`config.mk`:
```
export PLATFORM = sky130hd
export DESIGN_NAME = sacl_ram
export DESIGN_NICKNAME = d
export VERILOG_FILES = /design/src/sacl_ram.sv
export SDC_FILE = /design/constraint.sdc
export NUM_CORES = 2
export LEC_CHECK = 0
export BUFFER_PORTS_ARGS = -buffer_cell sky130_fd_sc_hd__buf_2
export CORE_ASPECT_RATIO = 0.8
export CORE_MARGIN = 3
export CORE_UTILIZATION = 50
export CTS_CLUSTER_DIAMETER = 50
export DETAILED_ROUTE_END_ITERATION = 7
export PLACE_DENSITY = 0.65
export SLEW_MARGIN = 0
export SYNTH_ARGS = -nofsm -noshare
export SYNTH_HDL_FRONTEND = slang
export SYNTH_SLANG_ARGS = --single-unit
```
`constraint.sdc`:
```
create_clock -name clk -period 2.6 [get_ports clk]
set_input_delay 0.26 -clock clk [delete_from_list [all_inputs] [get_ports clk]]
set_output_delay 0.26 -clock clk [all_outputs]
set_load 0.01 [all_outputs]
```
`src/sacl_ram.sv`:
```
// ----------------------------------------------------------------------------
// sacl_ram: simple dual-port synchronous RAM
// One write port and one read port; read data is registered and holds its
// value until the next read.
// ----------------------------------------------------------------------------
module sacl_ram #(
  parameter int DEPTH = 256,
  parameter int WIDTH = 8,
  parameter int AW    = (DEPTH > 1) ? $clog2(DEPTH) : 1
) (
  input  logic             clk,
  input  logic             we,
  input  logic [AW-1:0]    waddr,
  input  logic [WIDTH-1:0] wdata,
  input  logic             re,
  input  logic [AW-1:0]    raddr,
  output logic [WIDTH-1:0] rdata
);

  logic [WIDTH-1:0] mem_r [DEPTH];
  logic [WIDTH-1:0] rdata_r;

  always_ff @(posedge clk) begin
    if (we) begin
      mem_r[waddr] <= wdata;
    end
  end

  always_ff @(posedge clk) begin
    if (re) begin
      rdata_r <= mem_r[raddr];
    end
  end

  assign rdata = rdata_r;

endmodule

```
Word level (Yosys, flattened, before mapping)
Memory sizes are Yosys's and may differ from the RTL's. A register that Yosys moved wholly into a read port is not among the register bits.
Cells that the tools add are included.
- register bits: 0
- memory bits (writable): 2048
- bits of input ports: 27
- output and inout bits: 8
- memories: 1
- muxes and demuxes: 2
- memory list (name ; depth ; bits a word ; read ports ; clocked after memory_dff ; write ports ; line ; RTL):
    mem_r ; 256 ; 8 ; 1 ; 1 ; 1 ; 20 ; logic [WIDTH-1:0] mem_r [DEPTH];
- operator list (kind ; count):
    1-bit 2-to-1 mux ; 2

Depth between registers and ports, before layout
- depth in word-level cells: 2
- gate-level depth with buffers: 11
- depth with buffers taken out: 6

Least setup slack after synthesis
Ideal clock, no wire load.
- path kind: in2reg
- start: input raddr[0]
- end: register rdata_r[2], in the netlist rdata[2], read port of mem_r (data pin)
- setup time: 269 ps
- arrival time: 2067 ps
- data required time: 2331 ps
- slack: 264 ps
- stages: 9
- buffers on the path: 4
- cell sequence: buf_6 > buf_12 > buf_8 > buf_2 > mux4_2 > a22oi_1 > a21oi_1 > nor4_1 > nor4_2
- RTL lines (element ; line ; RTL):
    start: declaration ; 16 ; input logic [AW-1:0] raddr,
    end: declaration ; 21 ; logic [WIDTH-1:0] rdata_r;

==> flow_metrics.env <==
export IMPL_run_status="completed"
export IMPL_timing_critical_path_fanout_max=1
export IMPL_worst_slew_margin_rel=0.399
export IMPL_num_io_pins=35
export IMPL_synth_top_cell_area_share=0.775
export IMPL_asyncSetResetFlopFracSynth=0
export IMPL_timing_critical_path_slowest_stage_cell="sky130_fd_sc_hd__nor4_1"
export IMPL_skew_ps=29.0
export IMPL_worst_ep_required_time_ps=3180
export IMPL_syn_to_final_growth_pct=16.6
export IMPL_clkTransAtPathRegs_ps=70
export IMPL_drt_drc_violations_left=0
export IMPL_worstPathCellList="mux4_2 > a22oi_1 > a21oi_1 > nor4_1 > buf_4 > nor4_2"
export IMPL_core_region_area_um2=158000
export IMPL_synth_cell_type_count=54
export IMPL_synth_common_cells="sky130_fd_sc_hd__edfxtp_1, sky130_fd_sc_hd__mux4_2, sky130_fd_sc_hd__nor2_1"
export IMPL_post_route_worst_setup_slack_ps=3.17
export IMPL_setup_violations=0
export IMPL_hold_path_startpoint="waddr[2]"
export IMPL_grt_max_degree=135
export IMPL_routed_via_count=40781
export IMPL_synthesis_area_um2=79600
export IMPL_first_global_vias=40721
export IMPL_sequential_fraction_of_the_synthesis_area=0.775
export IMPL_critical_path_max_stage_delay_ps=660
export IMPL_worstReg2RegEnd="rdata[6]"
export IMPL_syn_mean_instance_area_um2=21.3
export IMPL_cts_sink_count=2056
export IMPL_number_of_detailed_route_iterations_in_the_first_pass=5
export IMPL_arrival_ps=3180
export IMPL_cts_inserted_buffers=193
export IMPL_synth_enable_flop_cells=2056
export IMPL_ctsLongestPathBuffers=3
export IMPL_design_power_total_mw=67.4
export IMPL_met2_demand_to_capacity_share_in_global_routing=0.365
export IMPL_finalHoldViolCount=0
export IMPL_final_layout_size_suffix_gt1_frac=0.313
export IMPL_hold_depth=4
export IMPL_synth_most_common_cell="sky130_fd_sc_hd__edfxtp_1"
export IMPL_fin_crit_ps=2600
export IMPL_postSynth_topFlopCell="sky130_fd_sc_hd__edfxtp_1"
export IMPL_grt_pass1_wl_mm=291
export IMPL_final_layout_net_count=4387
export IMPL_hold_ws_ps=157
export IMPL_htree_num_levels=4
export IMPL_timing_setup_critical_path_class="register to register"
export IMPL_yosys_warnings=0
export IMPL_worstSkewPairLatency_ps=830
export IMPL_yosys_top_cells_area="sky130_fd_sc_hd__edfxtp_1, sky130_fd_sc_hd__mux4_2, sky130_fd_sc_hd__mux2i_1, sky130_fd_sc_hd__nor2_1, sky130_fd_sc_hd__a22oi_1"
export IMPL_vdd_ir_drop_max_mv=0.665
export IMPL_timing_max_cap_violations=0
export IMPL_start_kind="register"
export IMPL_gp_congestion=0.860
export IMPL_ctsRootBufferMaster="sky130_fd_sc_hd__clkbuf_16"
export IMPL_grt_overflow_total=0
export IMPL_min_to="mem_r[172][2]"
export IMPL_cts_repair_timing_setup_buffer_count=0
export IMPL_dieHeight_um=363
export IMPL_stdcell_count=6631
export IMPL_routed_wl_mm=199
export IMPL_slew_violations=0
export IMPL_critPathCaptureType="register"
export IMPL_hp_class="input port to register"
export IMPL_synth_net_count=3760
export IMPL_post_dp_hpwl_mm=128
export IMPL_rows=130
export IMPL_grtUsageMet1=0.374
export IMPL_count_of_input_and_output_buffers=34
export IMPL_tritoncts="yes"
export IMPL_synth_top_area_cell="sky130_fd_sc_hd__edfxtp_1"
export IMPL_syn_inst_count=3733
export IMPL_die_x_um=452
export IMPL_p_leak_nw=29.9
export IMPL_dpl_worst_slack_ps=-1010
export IMPL_rsz_0062_raised_after_global_routing="no"
export IMPL_floorplan_initialDensity=0.505
export IMPL_nFillCells=11236
export IMPL_wl_per_cell_um=30.0
export IMPL_grt_total_usage=0.245
export IMPL_placed_cells_incl_taps=6268
export IMPL_cellPowerDensity_nw_per_um2=726
export IMPL_clock_fmax_mhz=385
export IMPL_grt_busiest_layer="met1"
export IMPL_r2r_slack_ps=3
export IMPL_route_detailed_vias_per_inst=6.15
export IMPL_grt_met3_usage=0.0481
export IMPL_critical_path_reg2reg_startpoint="mem_r[186][6]"
export IMPL_design_die_area_um2=164000
export IMPL_fin_crit_sh=0.999
export IMPL_ant_nets=0
export IMPL_detail_route_iter0_violations=5073
export IMPL_synth_ff_latch_count=2056
export IMPL_worst_slew_pin_slew_ps=899
export IMPL_timing_reg2reg_worst_path_depth=6
export IMPL_antenna_violations_before_repair=14
## timing repair
action / 4_1_cts / 5_1_grt
hold buffers: 9 / 0
endpoints found under the setup margin: 6 / 4
resized for setup: 13 / 4
endpoints found under the hold margin: 411 / 0
pin swaps: 0 / 1
## final cells by class
type                    instances  area, µm²  area share
diodes                          5       12.5    0.000135
clock buffers                 231       5080      0.0547
clock inverters               118        958      0.0103
inverters                       2       7.51   0.0000808
multi-input cells            1442      16600       0.179
flip-flops and latches       2056      61700       0.665
well taps                    2112       2640      0.0285
repair buffers                665       5850      0.0629
## power by group
group	leakage, nW	switching [mW]	internal, mW
clock network	2.93	12.1	15.0
logic	8.49	2.23	1.46
registers	18.5	0.0435	36.5
total	29.9	14.4	53.0
## cell usage in the layout, fill, tap and decap left out, types with 46 or more instances in the layout
cell                        Yosys  routed
sky130_fd_sc_hd__clkbuf_16      0     198
sky130_fd_sc_hd__clkinv_1       1      50
sky130_fd_sc_hd__buf_12         8      65
sky130_fd_sc_hd__mux4_2       454     454
sky130_fd_sc_hd__buf_4         27     558
sky130_fd_sc_hd__nor2_1       282     279
sky130_fd_sc_hd__edfxtp_1    2056    2056
sky130_fd_sc_hd__mux2i_1      134     134
sky130_fd_sc_hd__o221ai_1      46      46
sky130_fd_sc_hd__a22oi_1      133     133
sky130_fd_sc_hd__a21oi_1       96      96
## state kept, by name, indices dropped and copies added, names as in the netlist
name,count
rdata,8
mem_r,2048
## cell families after synthesis
| kind of cell | after synthesis | synth area share |
|---|---|---|
| mux | 591 | 0.146 |
| buf+inv | 235 | 0.0183 |
| compound gates | 385 | 0.0342 |
| flops | 2056 | 0.775 |
| simple gates | 466 | 0.0263 |
## stage by stage
step | cell area [µm²] | setup TNS [ps] | util
floorplan | 79600 | 0 | -
global placement | 86600 | -5840 | 0.550
detailed placement | 86600 | -6190 | 0.550
CTS | 92800 | 0 | 0.589
global route | 92900 | 0 | 0.589
finish | 92900 | 0 | 0.589
## worst max path at each step
stage	endpoint	from	cells past startpoint	slack [ps]
finish	rdata[6]	mem_r[186][6]	6	3
global placement	rdata[5]	raddr[0]	9	-990
global route	rdata[2]	mem_r[73][2]	8	4
floorplan	rdata[2]	raddr[0]	9	260
detailed placement	rdata[3]	raddr[0]	10	-1010
CTS	rdata[3]	mem_r[208][3]	7	30
## routing by layer
metal | up-vias | routed length, µm
li1 | 16981 | -
met1 | 21503 | 84000
met2 | 2015 | 91200
met3 | 280 | 18800
met4 | 2 | 4940
met5 | - | 13
## worst max-delay path, delay by kind of cell, from the launching register on
family / cells / cell delay, ps
multiplexers: 1 / 460
AND/OR/NAND/NOR: 2 / 700
buffers and inverters: 1 / 220
AO/OA/AOI/OAI: 2 / 620
flip-flops: 1 / 360
No activity file was read; power rests on OpenSTA's default activity.
