--- config.mk ---
export PLATFORM = sky130hd
export DESIGN_NAME = sacl_rem
export DESIGN_NICKNAME = d
export VERILOG_FILES = /design/src/sacl_pkg.sv /design/src/sacl_rem.sv
export SDC_FILE = /design/constraint.sdc
export NUM_CORES = 1
export LEC_CHECK = 0
export BUFFER_PORTS_ARGS = -buffer_cell sky130_fd_sc_hd__buf_4
export CAP_MARGIN = 40
export CORE_UTILIZATION = 45
export CTS_CLUSTER_SIZE = 14
export DETAILED_ROUTE_END_ITERATION = 8
export PLACE_DENSITY_LB_ADDON = 0.12
export SYNTH_ARGS = -nofsm -noshare
export SYNTH_HDL_FRONTEND = slang
export SYNTH_SLANG_ARGS = --single-unit
--- constraint.sdc ---
create_clock -name clk -period 6.2 [get_ports clk]
set_input_delay 0.93 -clock clk [delete_from_list [all_inputs] [get_ports clk]]
set_output_delay 0.93 -clock clk [all_outputs]
set_load 0.05 [all_outputs]
--- src/sacl_pkg.sv ---
// ----------------------------------------------------------------------------
// sacl_pkg: shared definitions for the cache tag lookup unit
// Field widths, codes for outcomes, policies and register indexes, and the
// default geometry handed to the top level.
// ----------------------------------------------------------------------------
package sacl_pkg;

  // Geometry defaults for the top-level parameters.
  localparam int MAX_SETS_DEF = 256;
  localparam int MAX_WAYS_DEF = 8;

  // Address handling. Addresses are masked to ADDR_BITS before use.
  localparam int ADDR_W    = 32;
  localparam int ADDR_BITS = 32;
  localparam logic [ADDR_W-1:0] ADDR_MASK =
    (ADDR_BITS >= ADDR_W) ? {ADDR_W{1'b1}} : ADDR_W'((64'd1 << ADDR_BITS) - 64'd1);

  // A set index taken from the address is at most this wide before reduction.
  localparam int SET_RAW_W = 15;

  // Random replacement LFSR.
  localparam int                LFSR_W    = 16;
  localparam logic [LFSR_W-1:0] LFSR_TAPS = 16'hB400;
  localparam logic [LFSR_W-1:0] LFSR_SEED = 16'h0001;

  // Dividend width of the shared remainder unit.
  localparam int DIV_W = 16;

  // Configuration port.
  localparam int CFG_IDX_W  = 2;
  localparam int CFG_DATA_W = 5;
  localparam logic [CFG_IDX_W-1:0] CFG_SET_BITS    = 2'd0;
  localparam logic [CFG_IDX_W-1:0] CFG_OFFSET_BITS = 2'd1;
  localparam logic [CFG_IDX_W-1:0] CFG_WAYS_IN_USE = 2'd2;
  localparam logic [CFG_IDX_W-1:0] CFG_POLICY      = 2'd3;

  // Replacement policy codes.
  typedef logic [1:0] policy_t;
  localparam policy_t POL_LRU  = 2'd0;
  localparam policy_t POL_MRU  = 2'd1;
  localparam policy_t POL_RAND = 2'd2;

  // Result outcome codes.
  typedef logic [1:0] outcome_t;
  localparam outcome_t OUT_HIT   = 2'd0;
  localparam outcome_t OUT_FREE  = 2'd1;
  localparam outcome_t OUT_EVICT = 2'd2;

endpackage

--- src/sacl_rem.sv ---
// ----------------------------------------------------------------------------
// sacl_rem: iterative remainder unit
// Restoring remainder, one dividend bit per cycle. The result is valid in the
// cycle that done is high and holds until the next start.
// ----------------------------------------------------------------------------
module sacl_rem
  import sacl_pkg::*;
#(
  parameter int DVW = 9
) (
  input  logic             clk,
  input  logic             rst_n,
  input  logic             start,
  input  logic [DIV_W-1:0] dividend,
  input  logic [DVW-1:0]   divisor,
  output logic             done,
  output logic [DVW-1:0]   remainder
);

  localparam int CW = $clog2(DIV_W);

  logic             busy_r, busy_nxt;
  logic             done_r, done_nxt;
  logic [CW-1:0]    cnt_r, cnt_nxt;
  logic [DIV_W-1:0] q_r, q_nxt;
  logic [DVW-1:0]   d_r, d_nxt;
  logic [DVW-1:0]   r_r, r_nxt;
  logic [DVW:0]     trial;

  always_comb begin
    busy_nxt = busy_r;
    done_nxt = 1'b0;
    cnt_nxt  = cnt_r;
    q_nxt    = q_r;
    d_nxt    = d_r;
    r_nxt    = r_r;
    trial    = {r_r, q_r[DIV_W-1]};
    if (start) begin
      busy_nxt = 1'b1;
      cnt_nxt  = '0;
      q_nxt    = dividend;
      d_nxt    = divisor;
      r_nxt    = '0;
    end else if (busy_r) begin
      if (trial >= {1'b0, d_r}) begin
        r_nxt = DVW'(trial - {1'b0, d_r});
      end else begin
        r_nxt = trial[DVW-1:0];
      end
      q_nxt   = {q_r[DIV_W-2:0], 1'b0};
      cnt_nxt = cnt_r + 1'b1;
      if (cnt_r == CW'(DIV_W - 1)) begin
        busy_nxt = 1'b0;
        done_nxt = 1'b1;
      end
    end
  end

  always_ff @(posedge clk) begin
    if (!rst_n) begin
      busy_r <= 1'b0;
      done_r <= 1'b0;
      cnt_r  <= '0;
    end else begin
      busy_r <= busy_nxt;
      done_r <= done_nxt;
      cnt_r  <= cnt_nxt;
    end
  end

  always_ff @(posedge clk) begin
    q_r <= q_nxt;
    d_r <= d_nxt;
    r_r <= r_nxt;
  end

  assign done      = done_r;
  assign remainder = r_r;

endmodule

* Word-level counts from Yosys, hierarchy flattened
Index checks and enable logic that the tools add are counted.
** Word-level totals
- Latch bits :: 0
- Bits in registers :: 40
- Word-level logic and storage cells :: 22
- ROM bits :: 0
- Memory bits (writable) :: 0
- Output and inout bits :: 10
- Input bits :: 28
- Memories :: 0
** Cells by class
- Divide/modulo/power cells :: 0
- Bitwise logic cells :: 2
- Reduce and logical (&&, ||, !) cells :: 3
- Order comparisons :: 1
- Multipliers :: 0
- Multiplexer cells :: 7
- Shift-type cells :: 0
- Eq/ne operators :: 1
- $add $sub $neg :: 2
** Operators with widths (count)
- two-way mux 16 bit :: 2
- greater-or-equal comparator 10 x 9 -> 1 bit :: 1
- two-way mux 9 bit :: 1
- subtractor 9 bit :: 1
- adder 4 x 1 -> 4 bit (second input constant) :: 1
- == test 4 bit (second input constant) :: 1
- two-way mux 1 bit :: 4
- OR reduction 3 bit :: 1
- NOT 1 bit :: 2
- nonzero test 2 bit :: 1
- OR reduction 2 bit :: 1

* Logic depth before layout (Yosys ltp)
- Depth in word-level cells :: 4
- Mapped depth :: 9

* Worst setup path after synthesis
Ideal clock, no wire load.
- Kind :: reg2reg
- Start point :: reg r_r[4] (netlist: remainder[4])
- End point :: reg r_r[8] (netlist: remainder[8])
- Period minus slack after synthesis :: 2374 ps
- Cell stages (with the launch flop) :: 8
- Library setup time :: 88 ps
- Slack :: 3826 ps
- Arrival :: 2286 ps
- Cells stage by stage :: dfxtp_1 > ha_1 > buf_2 > nand3_1 > or3_4 > o211a_2 > or3_1 > a311oi_2
** Between the ends
- Longest elaborated chain between the ends :: 2
** RTL lines
- start, declared :: line sacl_rem.sv:27 : logic [DVW-1:0] r_r, r_nxt;
- start signal, assigned :: line sacl_rem.sv:74 : r_r <= r_nxt;
- subtractor 9 bit or greater-or-equal comparator 10 x 9 -> 1 bit (tied branches) :: line sacl_rem.sv:46, sacl_rem.sv:45
- two-way mux 9 bit * :: line sacl_rem.sv:45 : if (trial >= {1'b0, d_r}) begin
Every way passes the cells marked *; elsewhere a longest branch is shown, timed or not.
A chain may end at the register's enable or synchronous reset.

* Worst setup path after layout
- Start point :: reg q_r[15]
- End point :: reg r_r[4] (netlist: remainder[4])
** Between the ends
- Longest elaborated chain between the ends :: 2
** RTL lines
- start, declared :: line sacl_rem.sv:25 : logic [DIV_W-1:0] q_r, q_nxt;
- start signal, assigned :: line sacl_rem.sv:72 : q_r <= q_nxt;
- subtractor 9 bit or greater-or-equal comparator 10 x 9 -> 1 bit (tied branches) :: line sacl_rem.sv:46, sacl_rem.sv:45
- two-way mux 9 bit * :: line sacl_rem.sv:45
Marks and branches as above.

==> results by stage <==
Logic synthesis:
- The number of synthesized flops with an enable pin is 25.
- The share of synthesized flip-flops with an asynchronous set or reset is 0%.
- During synthesis, Yosys emitted a total of 0 warnings.
- For this run, the register share of the synthesized area comes to 50.94%.
- The post-synthesis instance area is 2063 µm².
- The number of unique standard cell types used by synthesis is 43.
- In the synthesized netlist, the number of instances is 178.
- The synthesized design contains 40 register bits.
- Counting every net in the synthesized netlist gives 217.
- The average footprint of a synthesized cell is between 10 and 15 µm².
- The most used flip-flop cell after synthesis is sky130_fd_sc_hd__edfxtp_1.

Routing:
- The number of vias after detailed routing is 1,437.
- After detailed routing, the average wire length per cell comes to 14.68 µm.
- The aggregate routed wire length is 3.934 mm.
- The remaining design rule violation count is 0.
- The count of TritonRoute iterations in the first routing pass is 4.
- The count of nets left with antenna violations once routing finished came out at 0.
- Using the TritonRoute via totals, the vias-per-cell ratio works out to 5.362.
- In this run, the number of DRC markers left after iteration 0 of detailed routing was 86.

GRT:
- The via count of the first global-routing pass is 1,434.
- The first-pass GRT wire length is 6.382 mm.
- The pin count of the biggest net entering global routing is 38.
- The overall fraction of global-route tracks in use is approximately 17%.
- The number of antenna violations at the first check in global routing is 0.
- Global routing finished with a remaining overflow of 0.

Clock network:
- TritonCTS built the clock tree.
- CTS built an H-tree with a depth of 2.
- The buffer levels on the longest clock path is 2.
- The clock latency on the worst-skew pair is 0.30 ns.
- After clock tree synthesis, the setup repair step added 0 buffers.
- The total clock sinks is 40.
- The number of CTS-inserted buffers is 5.
- The clock transition at the registers of the reported paths is about 0.080 ns.
- After clock tree synthesis, the repair step resized 0 gates.
- The clock tree root driver cell is sky130_fd_sc_hd__clkbuf_8.
- The number of hold buffers added after CTS was 0.

Layout:
- Cells fill 56.88% of the core in the end.
- Summing all multi-input logic gate instances after layout gives 942.2 µm².
- The area taken by flip-flops and latches is 1051 µm².
- The net total in the final layout is 254.
- The layout overhead on the synthesized area is 20.86%.
- The fraction of final layout cells with drive strength greater than 1 is 30.56%.
- The antenna diode count is 0.
- After the flow finishes, the layout carries non-filler instances totaling ~270.
- The design area is 2494 µm².
- The fill cell instance count of the final layout is 395.

Critical path:
- For the worst flop-to-flop path, the logic depth is 9.
- The worst reg2reg path startpoint is q_r[15].
- The element type at the critical path end is a flop.
- Along the worst path, the maximum fanout reaches 7.
- The kind of cell with the highest combined delay on the critical path is compound AO/OA/AOI/OAI gates.
- The critical path's largest stage delay is 0.44 ns.
- The end of the worst register-to-register path is remainder[4].
- The slowest stage of the critical path belongs to the cell sky130_fd_sc_hd__a211oi_1.
- For the worst setup path, the data arrival time is 2.82 ns.
- The sum of buffers and inverters on the critical path is 2.
- The required arrival time at the worst endpoint is 6.40 ns.
- The kind of start point of the critical path is a flop.
- The critical path class is flop to flop.
- In this run the register-to-register setup slack is 3.57 ns.
- The critical path goes through inv_1 > ha_1 > inv_1 > fa_1 > a211oi_1 > o21a_1 > o211ai_2 > mux2i_1 > a211oi_1.

Pwr:
- Across the VDD grid, the largest voltage drop is ~0.14 mV.
- Overall power consumption after layout is estimated at 697.0 µW.
- The leakage power summed over all cells is between 1 and 1.5 nW.
- The ratio of total power to cell area is between 200 and 300 nW/µm².

STA:
- Adding up every negative setup slack in the final design gives 0 ns.
- The worst path meets setup with 3.573 ns of slack.
- The number of hold violations in the final report is 0.
- On the final layout, the worst clock skew is 0.007003 ns.
- The post-layout minimum cycle time is 2.627 ns.
- Headroom to the max-slew limit came out at around 43%.
- The share of the clock period used by the worst path is 42.38%.
- For the pin with the worst max-slew slack, the measured transition is 0.8546 ns.
- The post-route worst hold slack is 0.4981 ns.
- Setup violations remaining at the end of the flow were counted as 0.
- Setup repair after global routing left no endpoint under its margin.
- The count of final max-slew check failures is 0.
- The fmax is 380.6 MHz.

Placed design:
- The number of port buffers is 37.
- Summing all placed instances gives a cell area of roughly 2400 µm².
- At the end of routability-driven placement, the weighted congestion stood at 0.8656.
- After legalization and detailed placement, the total HPWL measured approximately 2.8 mm.
- After detailed placement, the design holds a cell count of 260.
- Before CTS, the worst setup slack after placement is 3.626 ns.

Job:
- Across the run, the number of max-cap violations was 0.

Min path:
- The sink of the worst hold path is done.
- The worst hold path begins at cnt_r[3].
- The number of cells on the worst hold path is 2.
- The type of the worst min-delay path is flop to flop.

Floorplan:
- The total number of placement rows is 24.
- The area of the placeable core is approximately 4400 µm².
- The floorplan die area is 4859 µm².
- The I/O pin count is 38.
- The starting density of the core is 47.06%.
- The die is 69.71 µm wide.
- The floorplan die height is roughly 70 µm.

Run status:
- The flow ran to the end, and the final reports show no timing, DRC or antenna violations.
## layout make-up
type	count	area share, %
Timing Repair Buffer	37	11.14
Clock inverter	1	0.3512
Inverter	11	1.656
Multi-Input combinational cell	120	37.78
Sequential cell	40	42.15
Clock buffer	7	4.315
Tap cell	52	2.609
## state kept, by name, summed over array words and instances, names as in the netlist
| signal | cells |
|---|---|
| busy_r | 1 |
| remainder | 9 |
| done | 1 |
| cnt_r | 4 |
| d_r | 9 |
| q_r | 16 |
## cell usage after synthesis (all sizes together) (3+ instances only)
library cell | n | area [µm²]
buf | 4 | 17.52
a311oi | 4 | 41.29
nand2 | 9 | 33.78
nand2b | 4 | 25.02
a21oi | 7 | 35.03
nor2 | 17 | 63.81
edfxtp | 25 | 750.7
o211ai | 5 | 42.54
dfxtp | 15 | 300.3
ha | 10 | 125.1
inv | 11 | 41.29
a211oi | 7 | 52.55
mux2 | 15 | 168.9
xor2 | 5 | 43.79
clkbuf | 3 | 11.26
mux2i | 7 | 70.07
nand3 | 4 | 20.02
## layout by cell type (no fill, tap or decap), types with 2 or more instances in the layout
master / instances
sky130_fd_sc_hd__buf_4: 37
sky130_fd_sc_hd__edfxtp_1: 25
sky130_fd_sc_hd__nor2_1: 17
sky130_fd_sc_hd__mux2_2: 15
sky130_fd_sc_hd__dfxtp_1: 15
sky130_fd_sc_hd__inv_1: 11
sky130_fd_sc_hd__ha_1: 10
sky130_fd_sc_hd__nand2_1: 9
sky130_fd_sc_hd__a21oi_1: 7
sky130_fd_sc_hd__mux2i_1: 7
sky130_fd_sc_hd__a211oi_1: 7
sky130_fd_sc_hd__clkbuf_8: 6
sky130_fd_sc_hd__xor2_1: 5
sky130_fd_sc_hd__nand3_1: 4
sky130_fd_sc_hd__nand2b_1: 4
sky130_fd_sc_hd__o211ai_1: 4
sky130_fd_sc_hd__a311oi_1: 3
sky130_fd_sc_hd__nand3b_1: 2
sky130_fd_sc_hd__xnor2_1: 2
sky130_fd_sc_hd__and2_1: 2
## routing by layer
layer | global-route usage (%) | part of all wire, %
met4 | 6.222 | 1.4
met3 | 4.942 | 4.5
met1 | 22.71 | 48
met5 | 0 | 0
met2 | 26.54 | 46
## worst register-to-register path, stage by stage (launching register included)
cell                       delay [ns]
sky130_fd_sc_hd__edfxtp_1        0.39
sky130_fd_sc_hd__inv_1           0.08
sky130_fd_sc_hd__ha_1            0.17
sky130_fd_sc_hd__inv_1           0.06
sky130_fd_sc_hd__fa_1            0.40
sky130_fd_sc_hd__a211oi_1        0.44
sky130_fd_sc_hd__o21a_1          0.30
sky130_fd_sc_hd__o211ai_2        0.22
sky130_fd_sc_hd__mux2i_1         0.19
sky130_fd_sc_hd__a211oi_1        0.27
## power breakdown
| part | internal [mW] | leakage (nW) | switching, mW |
|---|---|---|---|
| clock | 0.115 | 0.0596 | 0.0944 |
| combinational | 0.0715 | 0.604 | 0.0927 |
| sequential | 0.308 | 0.373 | 0.0149 |
| total | 0.495 | 1.04 | 0.202 |
## cells by family after synthesis
logic type / synth area share (%)
adders and majority gates: 7.035
muxes: 11.58
buffers and inverters: 3.396
DFF: 50.94
xor gates and xnor gates: 2.972
and+or+nand+nor: 12.61
AOI/OAI and AO/OA: 11.46
## worst max-delay path by stage
| stage | from | endpoint | slack (ns) | cells after the start |
|---|---|---|---|---|
| after floorplan | remainder[4] | remainder[8] | 3.83 | 7 |
| after global placement | q_r[15] | remainder[6] | 3.80 | 9 |
| after detailed placement | q_r[15] | remainder[4] | 3.63 | 9 |
| after CTS | q_r[15] | remainder[4] | 3.58 | 9 |
| after global routing | q_r[15] | remainder[4] | 3.45 | 9 |
| final | q_r[15] | remainder[4] | 3.57 | 9 |
Power figures use the tool's default switching activity.
